`src/rtl/record_slot_free_list_table_macros.svh`:
```
// assertion macros for the record slot free list table
// used by the back-end module; no other dependencies
`ifndef RECORD_SLOT_FREE_LIST_TABLE_MACROS_SVH
`define RECORD_SLOT_FREE_LIST_TABLE_MACROS_SVH

// same-cycle implication, disabled during reset
`define RSFT_ASSERT_NOW(label, clk, rst, ante, cons) \
  label: assert property (@(posedge clk) disable iff (rst) (ante) |-> (cons)) \
    else $error("%m: same-cycle check failed");

// next-cycle implication, disabled during reset
`define RSFT_ASSERT_NEXT(label, clk, rst, ante, cons) \
  label: assert property (@(posedge clk) disable iff (rst) (ante) |=> (cons)) \
    else $error("%m: next-cycle check failed");

`endif

```
`src/rtl/rsft_pkg.sv`:
```
// shared types, codes and defaults for the record slot free list table
// no dependencies
package rsft_pkg;

  // defaults for the top-level parameters
  localparam int SLOT_COUNT_DEF    = 1024;
  localparam int POSITION_BITS_DEF = 32;

  // fixed field widths
  localparam int CMD_W    = 3;
  localparam int SLOT_W   = 10;
  localparam int FE_W     = 32;
  localparam int SIZE_W   = 32;
  localparam int OUT_W    = 32;
  localparam int LCOUNT_W = 11;
  localparam int STATUS_W = 2;
  localparam int HDR_W    = 7;
  // file end plus header length never overflows this
  localparam int SUM_W    = FE_W + 1;

  localparam logic [HDR_W-1:0] HEADER_BYTES_RESET = 7'd16;

  // command codes on the input
  localparam logic [CMD_W-1:0] CMD_ALLOC  = 3'd0;
  localparam logic [CMD_W-1:0] CMD_REMOVE = 3'd1;
  localparam logic [CMD_W-1:0] CMD_SET    = 3'd2;
  localparam logic [CMD_W-1:0] CMD_LOOKUP = 3'd3;
  localparam logic [CMD_W-1:0] CMD_CLEAR  = 3'd4;

  // classified operations in the queue
  localparam logic [CMD_W-1:0] OP_ALLOC  = 3'd0;
  localparam logic [CMD_W-1:0] OP_REMOVE = 3'd1;
  localparam logic [CMD_W-1:0] OP_SET    = 3'd2;
  localparam logic [CMD_W-1:0] OP_LOOKUP = 3'd3;
  localparam logic [CMD_W-1:0] OP_CLEAR  = 3'd4;
  localparam logic [CMD_W-1:0] OP_NONE   = 3'd5;

  // status codes
  localparam logic [STATUS_W-1:0] ST_OK   = 2'd0;
  localparam logic [STATUS_W-1:0] ST_BAD  = 2'd1;
  localparam logic [STATUS_W-1:0] ST_FULL = 2'd2;

  // queue between front and back
  localparam int QUEUE_DEPTH = 2;

  typedef struct packed {
    logic [CMD_W-1:0]  command;
    logic [SLOT_W-1:0] slot;
    logic [FE_W-1:0]   file_end;
    logic [SIZE_W-1:0] new_size;
  } in_item_t;

  typedef struct packed {
    logic [SLOT_W-1:0]   slot_out;
    logic [OUT_W-1:0]    data_position;
    logic [SIZE_W-1:0]   record_size;
    logic [OUT_W-1:0]    header_position;
    logic                live;
    logic [LCOUNT_W-1:0] live_count;
    logic [STATUS_W-1:0] status;
  } out_item_t;

  // one classified command waiting for the back end
  typedef struct packed {
    logic [CMD_W-1:0]  op;
    logic [SLOT_W-1:0] slot;
    logic [FE_W-1:0]   file_end;
    logic [SUM_W-1:0]  alloc_sum;
    logic [SIZE_W-1:0] new_size;
  } qent_t;

endpackage

```
`src/rtl/rsft_front.sv`:
```
// front end: takes commands, classifies them and queues them for the back end
// depends on rsft_pkg
module rsft_front (
  input  logic                      clk,
  input  logic                      rst,
  input  logic                      in_valid,
  output logic                      in_ready,
  input  rsft_pkg::in_item_t        in_data,
  input  logic [rsft_pkg::HDR_W-1:0] header_bytes,
  output logic                      q_valid,
  output rsft_pkg::qent_t           q_entry,
  input  logic                      q_pop
);

  import rsft_pkg::*;

  localparam int PTR_W = (QUEUE_DEPTH > 1) ? $clog2(QUEUE_DEPTH) : 1;
  localparam int CNT_W = $clog2(QUEUE_DEPTH + 1);

  qent_t             entry [QUEUE_DEPTH];
  qent_t             classified;
  logic [PTR_W-1:0]  wr_ptr;
  logic [PTR_W-1:0]  rd_ptr;
  logic [CNT_W-1:0]  fill;
  logic              push;

  // classify the command and form the allocation position
  always_comb begin
    classified          = '0;
    classified.slot     = in_data.slot;
    classified.file_end = in_data.file_end;
    classified.new_size = in_data.new_size;
    classified.alloc_sum = SUM_W'(in_data.file_end) + SUM_W'(header_bytes);
    case (in_data.command)
      CMD_ALLOC:  classified.op = OP_ALLOC;
      CMD_REMOVE: classified.op = OP_REMOVE;
      CMD_SET:    classified.op = OP_SET;
      CMD_LOOKUP: classified.op = OP_LOOKUP;
      CMD_CLEAR:  classified.op = OP_CLEAR;
      default:    classified.op = OP_NONE;
    endcase
  end

  assign in_ready = (fill != CNT_W'(QUEUE_DEPTH));
  assign push     = in_valid && in_ready;
  assign q_valid  = (fill != '0);
  assign q_entry  = entry[rd_ptr];

  // queue storage
  always_ff @(posedge clk) begin
    if (push) begin
      entry[wr_ptr] <= classified;
    end
  end

  // queue pointers and fill level
  always_ff @(posedge clk) begin
    if (rst) begin
      wr_ptr <= '0;
      rd_ptr <= '0;
      fill   <= '0;
    end else begin
      if (push) begin
        wr_ptr <= (wr_ptr == PTR_W'(QUEUE_DEPTH - 1)) ? '0 : PTR_W'(wr_ptr + 1'b1);
      end
      if (q_pop) begin
        rd_ptr <= (rd_ptr == PTR_W'(QUEUE_DEPTH - 1)) ? '0 : PTR_W'(rd_ptr + 1'b1);
      end
      if (push && !q_pop) begin
        fill <= CNT_W'(fill + 1'b1);
      end else if (q_pop && !push) begin
        fill <= CNT_W'(fill - 1'b1);
      end
    end
  end

endmodule

```
`config.mk`:
```
export PLATFORM = sky130hd
export DESIGN_NAME = rsft_front
export DESIGN_NICKNAME = d
export VERILOG_FILES = /design/src/rtl/record_slot_free_list_table_macros.svh /design/src/rtl/rsft_pkg.sv /design/src/rtl/rsft_front.sv
export SDC_FILE = /design/constraint.sdc
export NUM_CORES = 1
export LEC_CHECK = 0
export BUFFER_PORTS_ARGS = -buffer_cell sky130_fd_sc_hd__clkbuf_2
export CAP_MARGIN = 20
export CORE_UTILIZATION = 49
export DETAILED_ROUTE_END_ITERATION = 6
export HOLD_SLACK_MARGIN = 0.06
export PLACE_DENSITY = 0.76
export SLEW_MARGIN = 20
export SYNTH_ARGS = -nofsm -noshare
export SYNTH_HDL_FRONTEND = slang
export SYNTH_SLANG_ARGS = --single-unit
```
`constraint.sdc`:
```
create_clock -name clk -period 5.86 [get_ports clk]
set_clock_uncertainty 0.1 [all_clocks]
set_input_delay 0.586 -clock clk [delete_from_list [all_inputs] [get_ports clk]]
set_output_delay 0.586 -clock clk [all_outputs]
set_load 0.05 [all_outputs]
```
==> results of run 1 <==
-- registers in the layout, summed over array words and instances, names as in the netlist, named ones only --
| register | count |
|---|---|
| wr_ptr | 1 |
| entry | 220 |
| fill | 2 |
| rd_ptr | 1 |
-- Yosys cell counts, drive strengths merged, types with 2 or more instances --
cell / n / area share
a21o: 3 / 0.0025
a211oi: 2 / 0.0017
ha: 8 / 0.011
xor2: 18 / 0.017
nor4: 5 / 0.0088
and4: 3 / 0.0029
nor4bb: 2 / 0.0022
nor3: 4 / 0.0022
mux2: 110 / 0.14
o211ai: 3 / 0.0025
xnor2: 16 / 0.015
o21ai: 3 / 0.0017
nor2: 11 / 0.0045
inv: 3 / 0.0012
a21oi: 9 / 0.0050
edfxtp: 220 / 0.73
nand2: 12 / 0.0050
and3: 7 / 0.0048
dfxtp: 5 / 0.011
nand4b: 2 / 0.0019
nor4b: 3 / 0.0029
nand4: 10 / 0.0069
nand3: 4 / 0.0036
clkbuf: 14 / 0.0058
buf: 5 / 0.0043
-- critical path: stages, from the launching register on --
cell and delay (ps):
dfxtp_4 880, buf_4 660, mux2_2 420, clkbuf_2 250
-- how the worst min path moves through the flow --
stage	endpoint	start	cells after the start
finish	entry[0][18]$_DFFE_PP_	in_data[18]	1
global route	entry[0][9]$_DFFE_PP_	in_data[9]	1
CTS	entry[1][29]$_DFFE_PP_	in_data[29]	1
detailed placement	fill[1]$_SDFFE_PP0P_	fill[1]$_SDFFE_PP0P_	2
global placement	fill[1]$_SDFFE_PP0P_	fill[1]$_SDFFE_PP0P_	2
floorplan	fill[1]$_SDFFE_PP0P_	fill[1]$_SDFFE_PP0P_	2
-- kinds of logic (layout without fill, tap and decap cells) --
kind of cell               Yosys count  after routing  share of synthesized area
AOI/OAI and AO/OA                   24             24                     0.0188
buffers and inverters               22            248                     0.0113
and+or+nand+nor                     69             69                     0.0505
DFF                                225            225                      0.737
xor gates and xnor gates            34             34                     0.0327
adders and majority gates            9              9                     0.0132
muxes                              110            110                      0.136
-- layer usage --
layer | vias to the layer above | part of all wire | GRT usage
li1 | 2361 | - | -
met1 | 2442 | 0.39 | 0.225
met2 | 195 | 0.49 | 0.319
met3 | 35 | 0.084 | 0.0523
met4 | 0 | 0.030 | 0.0721
met5 | - | 0 | 0
-- metrics by stage --
step	cell area, um^2	hold slack [ps]	instances	worst slack [ps]	util
2_1_floorplan	9100	361	493	1400	-
3_3_place_gp	10300	375	906	2860	0.571
3_5_place_dp	10300	402	906	2850	0.571
4_1_cts	11100	151	948	2340	0.614
5_1_grt	11100	155	948	2230	0.614
6_report	11100	174	948	2400	0.614
-- power groups by stage --
| stage | combinational, W | sequential, W | clock [W] |
|---|---|---|---|
| floorplan | 0.000783 | 0.00207 | 0 |
| global placement | 0.000995 | 0.00208 | 0 |
| detailed placement | 0.00101 | 0.00209 | 0 |
| CTS | 0.00101 | 0.00206 | 0.00151 |
| global route | 0.00105 | 0.00207 | 0.00157 |
| finish | 0.00100 | 0.00205 | 0.00148 |
-- final cells by class --
type,count,area (um^2),area share
inverter,3,11.3,0.00101
sequential,225,6710,0.604
clock inverter,11,125,0.0113
tap,229,287,0.0258
multi-input combinational,246,2300,0.207
clock buffer,31,648,0.0583
timing repair buffer,203,1030,0.0924
==> impl_summary.txt, run 1 <==
----------------------------------------------------
[Power]
  Proportion of power drawn by the clock network ... 0.326
  Pwr dens ... 408 mW/mm^2
  Worst VDD drop ... 0.276 mV
  Portion of total power attributed to sequential cells ... 0.453
  Total chip power ... 0.00454 W
  Pint ... approximately 0.0032 W
  Switching power as a share of total power ... 0.304
  Part of the total power dissipated in combinational logic ... 0.221
  Leak Pwr ... 4.13 nW
  Power dissipated by switching net loads ... 0.00138 W

[Synthesis]
  Number of cells produced by synthesis ... 493
  Syn_nets ... slightly below 600
  Count of state elements after synthesis ... about 230
  Number of synthesis warnings ... 0
  Most frequently used flop master after synthesis ... edfxtp_1
  Number of library cell types mapped by synthesis ... 41
  Sequential cell area fraction in the yosys report ... 0.737
  Share of flip-flops with an asynchronous set or reset ... 0
  Avg Cell Area, Syn ... approximately 18 um^2
  Number of flops mapped to enable cells by yosys ... between 200 and 250
  Mapped cell area ... 0.00910 mm^2

[Drt]
  Detailed-router iteration count before antenna repair ... 7
  Total DRC errors in the routed layout ... 40
  DRC violation total after the first TritonRoute iteration ... 278
  Total number of vias ... 5033
  Wirelength per Cell ... 18.7 um
  Number of antenna-violating nets in the routed design ... 0
  Total wire length ... between 15000 and 20000 um
  Routed via count divided by cell count ... 5.31

[Floorplan]
  Standard-cell row count ... between 40 and 50
  Ports ... 200
  Core outline area ... about 0.018 mm^2
  Horizontal die dimension ... 138 um
  Initial core utilization ... 0.503
  Total Die Area ... 0.0191 mm^2
  Die Y-Extent ... 138 um

[Status]
  Violated checks ... DRC
  Outcome ... complete, but fails checks

[Final layout]
  Synth-to-layout area growth ... 22.1%
  Antenna Cells ... 0
  Filler instances ... 1328
  Number of nets in the layout ... 800
  Layout cells sized above 1 ... 0.498
  Leading cell types in the layout, fill and taps excluded ... edfxtp_1, clkbuf_2, mux2_2, clkbuf_16, xor2_1
  Most common cell after layout, fill and taps aside ... edfxtp_1

[Timing]
  Slew headroom ... 0.333
  Setup violation total in the final timing report ... 0
  Post-route minimum period ... 3460 ps
  Final-report hold violation count ... 0
  Final worst-path cycle share ... 0.590
  Transition at the pin with the smallest max-transition slack ... between 900 and 1000 ps
  Max-slew violation count ... 0
  Timing-limited maximum frequency ... 289 MHz
  Unrepaired setup endpoints after global routing ... no
  Setup TNS ... 0 ps

[CTS]
  H-Tree Depth ... 1
  Clock tree buffer depth ... 3
  Count of hold-fix buffers inserted at cts ... 0
  Clock tree root driver cell ... clkbuf_16
  Post-CTS resize count ... 0
  Clock buffer count from CTS ... 24
  Number of clock sinks ... roughly 230
  Post-CTS Setup Inserts ... 0
  Worst-path clk slew ... 60 ps
  CTS tree ... done
  Clock latency at the later pin of the worst-skew pair ... 500 ps

[Setup path]
  Crit path capture ... q_entry[43]
  Worst r2r path cells ... 3
  Setup slack on the worst flop-to-flop path ... approximately 3300 ps
  Maximum fanout count along the critical path ... 65
  Crit path launch type ... register
  Worst Path Required ... 5170 ps
  Reg-to-Reg Start ... fill[0]$_SDFFE_PP0P_
  Arrival time worst endpoint ... around 2800 ps
  CP Class ... reg2out
  Type of destination of the critical path ... output port
  Endpoint of the worst-slack reg-to-reg timing path ... entry[1][13]$_DFFE_PP_

[Placement]
  HPWL Detailed ... 11600 um
  GP Congestion ... 0.751
  Port Buffers ... 199

[Global routing]
  Wire length of the first global-routing pass ... 27800 um
  Remaining global-route overflow ... 0
  Overall routing resource usage ... 0.186
  Number of antenna violations at the first check in global routing ... 0
  Vias in the first global route ... about 5.4k
  Largest net degree at the start of global routing ... 66

[Flow run]
  Number of maximum-capacitance constraint violations ... 0

[Hold path]
  Path type of the worst min-delay path ... in2reg

----------------------------------------------------
(Power assumes the default switching activity.)
==> run 2, diff against run 1 <==
ABC_AREA = 1   (was unset)
CORE_UTILIZATION = 55   (was 49)
PLACE_DENSITY = 0.8   (was 0.76)
clock period = 3.5 ns   (was 5.86 ns; I/O delays follow)
==> impl_summary.txt, run 2 <==
----------------------------------------------------
[Setup path]
  Ordered cell list for the critical path ... buf_4, mux2_2, clkbuf_2
  CP Class ... reg2out
  Worst Path Required ... 3050 ps
  Critical-path top delay cell ... dfxtp_4
  Delay contributed by the slowest stage of the critical path ... 670 ps
  Crit path launch type ... register
  Type of destination of the critical path ... output port
  Arrival time worst endpoint ... 2190 ps
  Reg-to-Reg Start ... fill[0]$_SDFFE_PP0P_
  Endpoint of the worst-slack reg-to-reg timing path ... entry[0][92]$_DFFE_PP_
  Worst r2r path cells ... 5
  Setup slack on the worst flop-to-flop path ... 1440 ps
  Maximum fanout count along the critical path ... 36

[Global routing]
  Vias in the first global route ... 6601
  Remaining global-route overflow ... 0
  Overall routing resource usage ... 0.237
  Wire length of the first global-routing pass ... 32600 um
  Largest net degree at the start of global routing ... 77
  Number of antenna violations at the first check in global routing ... 0

[Synthesis]
  Number of synthesis warnings ... 0
  Mapped cell area ... 0.00941 mm^2
  Most common cell in the netlist ... edfxtp_1
  Yosys top cell area share ... 0.702
  Cells taking the most area after synthesis ... edfxtp_1, mux2_2, nand2_1
  Number of flops mapped to enable cells by yosys ... between 200 and 250
  Share of flip-flops with an asynchronous set or reset ... 0
  Count of state elements after synthesis ... 225
  Number of library cell types mapped by synthesis ... 29
  Cell taking the most area after synthesis ... edfxtp_1
  Syn_nets ... 732
  Sequential cell area fraction in the yosys report ... 0.712
  Post-synth top cells ... edfxtp_1, mux2_2, nand2_1, inv_1, nand3_1
  Number of cells produced by synthesis ... 635
  Most frequently used flop master after synthesis ... edfxtp_1
  Avg Cell Area, Syn ... 14.8 um^2

[Drt]
  Total wire length ... ~21000 um
  Routed via count divided by cell count ... 5.28
  Detailed-router iteration count before antenna repair ... 4
  Wirelength per Cell ... 17.7 um
  Total number of vias ... 6173
  Total DRC errors in the routed layout ... 0
  Number of antenna-violating nets in the routed design ... 0
  DRC violation total after the first TritonRoute iteration ... 359

[Final layout]
  Leading cell types in the layout, fill and taps excluded ... edfxtp_1, clkbuf_2, mux2_2, nand2_1, dlygate4sd3_1
  Largest register FFs ... 220
  Synth-to-layout area growth ... 30.9%
  Share of the core filled with cells in the final layout ... 0.740
  Number of nets in the layout ... 1031
  Top register by number of flip-flops ... entry
  Layout cells sized above 1 ... 0.387
  Most common cell after layout, fill and taps aside ... edfxtp_1
  Antenna Cells ... 0
  Post-route non-filler standard cell count ... 1170
  Registers with the highest flip-flop counts ... entry (220), fill (2)

[Floorplan]
  Horizontal die dimension ... 133 um
  Core outline area ... ~0.017 mm^2
  Ports ... 200
  Standard-cell row count ... 47
  Initial core utilization ... 0.566
  Die Y-Extent ... 133 um
  Total Die Area ... around 0.018 mm^2

[CTS]
  Clock buffer count from CTS ... 24
  Number of clock sinks ... 225
  Clock tree buffer depth ... 3
  H-Tree Depth ... 1
  Clock latency at the later pin of the worst-skew pair ... 500 ps
  Clock tree root driver cell ... clkbuf_16
  CTS tree ... done
  Post-CTS Setup Inserts ... 0
  Worst-path clk slew ... 60 ps

[Placement]
  Worst setup timing slack at the placement stage ... 1280 ps
  GP Congestion ... 0.859
  HPWL Detailed ... 13100 um
  Number of placed instances with taps included ... 1048
  Port Buffers ... around 200

[Timing]
  Setup TNS ... 0 ps
  Min setup slack post-route ... 857 ps
  Unrepaired setup endpoints after global routing ... no
  Timing-limited maximum frequency ... 378 MHz
  Final-report hold violation count ... 0
  Setup violation total in the final timing report ... 0
  Max-slew violation count ... 0
  Transition at the pin with the smallest max-transition slack ... 674 ps
  Final worst-path cycle share ... 0.755
  Post-route minimum period ... 2640 ps
  Worst slack on hold paths ... 85.2 ps
  Slew headroom ... 0.550

[Flow run]
  Number of maximum-capacitance constraint violations ... 0

[Hold path]
  Path type of the worst min-delay path ... in2reg
  Worst Hold Path Cells ... 2
  End point of the most critical hold path ... entry[0][107]$_DFFE_PP_
  Startpoint of the tightest hold check path ... in_data[75]

[Power]
  Pwr dens ... between 500 and 600 mW/mm^2
  Worst VDD drop ... 0.425 mV
  Leak Pwr ... 4.93 nW

[Status]
  Outcome ... complete, no violations

----------------------------------------------------
run 2: cells by family (layout without fill, tap and decap cells):
logic type | after synthesis | in the layout | synth area share
adders and majority gates | 9 | 9 | 0.0128
xor gates and xnor gates | 12 | 12 | 0.0112
and+or+nand+nor | 208 | 208 | 0.0997
muxes | 110 | 110 | 0.132
DFF | 225 | 225 | 0.712
buffers and inverters | 60 | 375 | 0.0255
AOI/OAI and AO/OA | 11 | 11 | 0.00691
run 2: layout make-up:
cell class / instances / area (um^2)
flip-flops and latches: 225 / 6710
fillers: 1020 / 4320
multi-input cells: 350 / 2480
repair buffers: 286 / 1900
clock buffers: 33 / 656
well taps: 220 / 275
inverters: 47 / 176
clock inverters: 9 / 120
run 2: critical path: cells and delay by family (launching register included):
kind / cells / cell delay (ps)
buffers and inverters: 2 / 620
flip-flops: 1 / 670
multiplexers: 1 / 390
run 2: what timing repair did:
action / in CTS / in global routing
endpoints found under the hold margin: 157 / 0
hold buffers: 80 / 0
gates resized for setup: 0 / 0
run 2: worst max path at each step:
stage          cells after the start  slack [ps]                     end                 start
5_1_grt                            3         740             q_entry[63]              register
3_3_place_gp                       8        1340  entry[0][44]$_DFFE_PP_           in_data[32]
4_1_cts                            3         810             q_entry[13]              register
3_5_place_dp                       9        1280  entry[1][52]$_DFFE_PP_           in_data[32]
2_1_floorplan                      4        -860   entry[1][0]$_DFFE_PP_  fill[0]$_SDFFE_PP0P_
6_report                           3         860             q_entry[63]              register
run 2: per-stage QoR:
stage	total power, W	cell area, um^2
finish	0.00730	12300
global route	0.00752	12300
CTS	0.00733	12300
detailed placement	0.00479	10700
global placement	0.00475	10700
floorplan	0.00442	9420
run 2: where the power goes:
part           switching (W)  total, W  internal (W)
clock               0.000953   0.00248       0.00152
combinational        0.00108   0.00152      0.000438
sequential         0.0000679   0.00330       0.00323
total                0.00211   0.00730       0.00519
run 2: routing by layer:
layer | GRT usage | wire, um | vias to the layer above
met4 | 0.0983 | 632 | 0
met2 | 0.424 | 10700 | 277
met1 | 0.282 | 7990 | 2948
met5 | 0 | 0 | -
met3 | 0.0418 | 1380 | 55
li1 | - | - | 2893
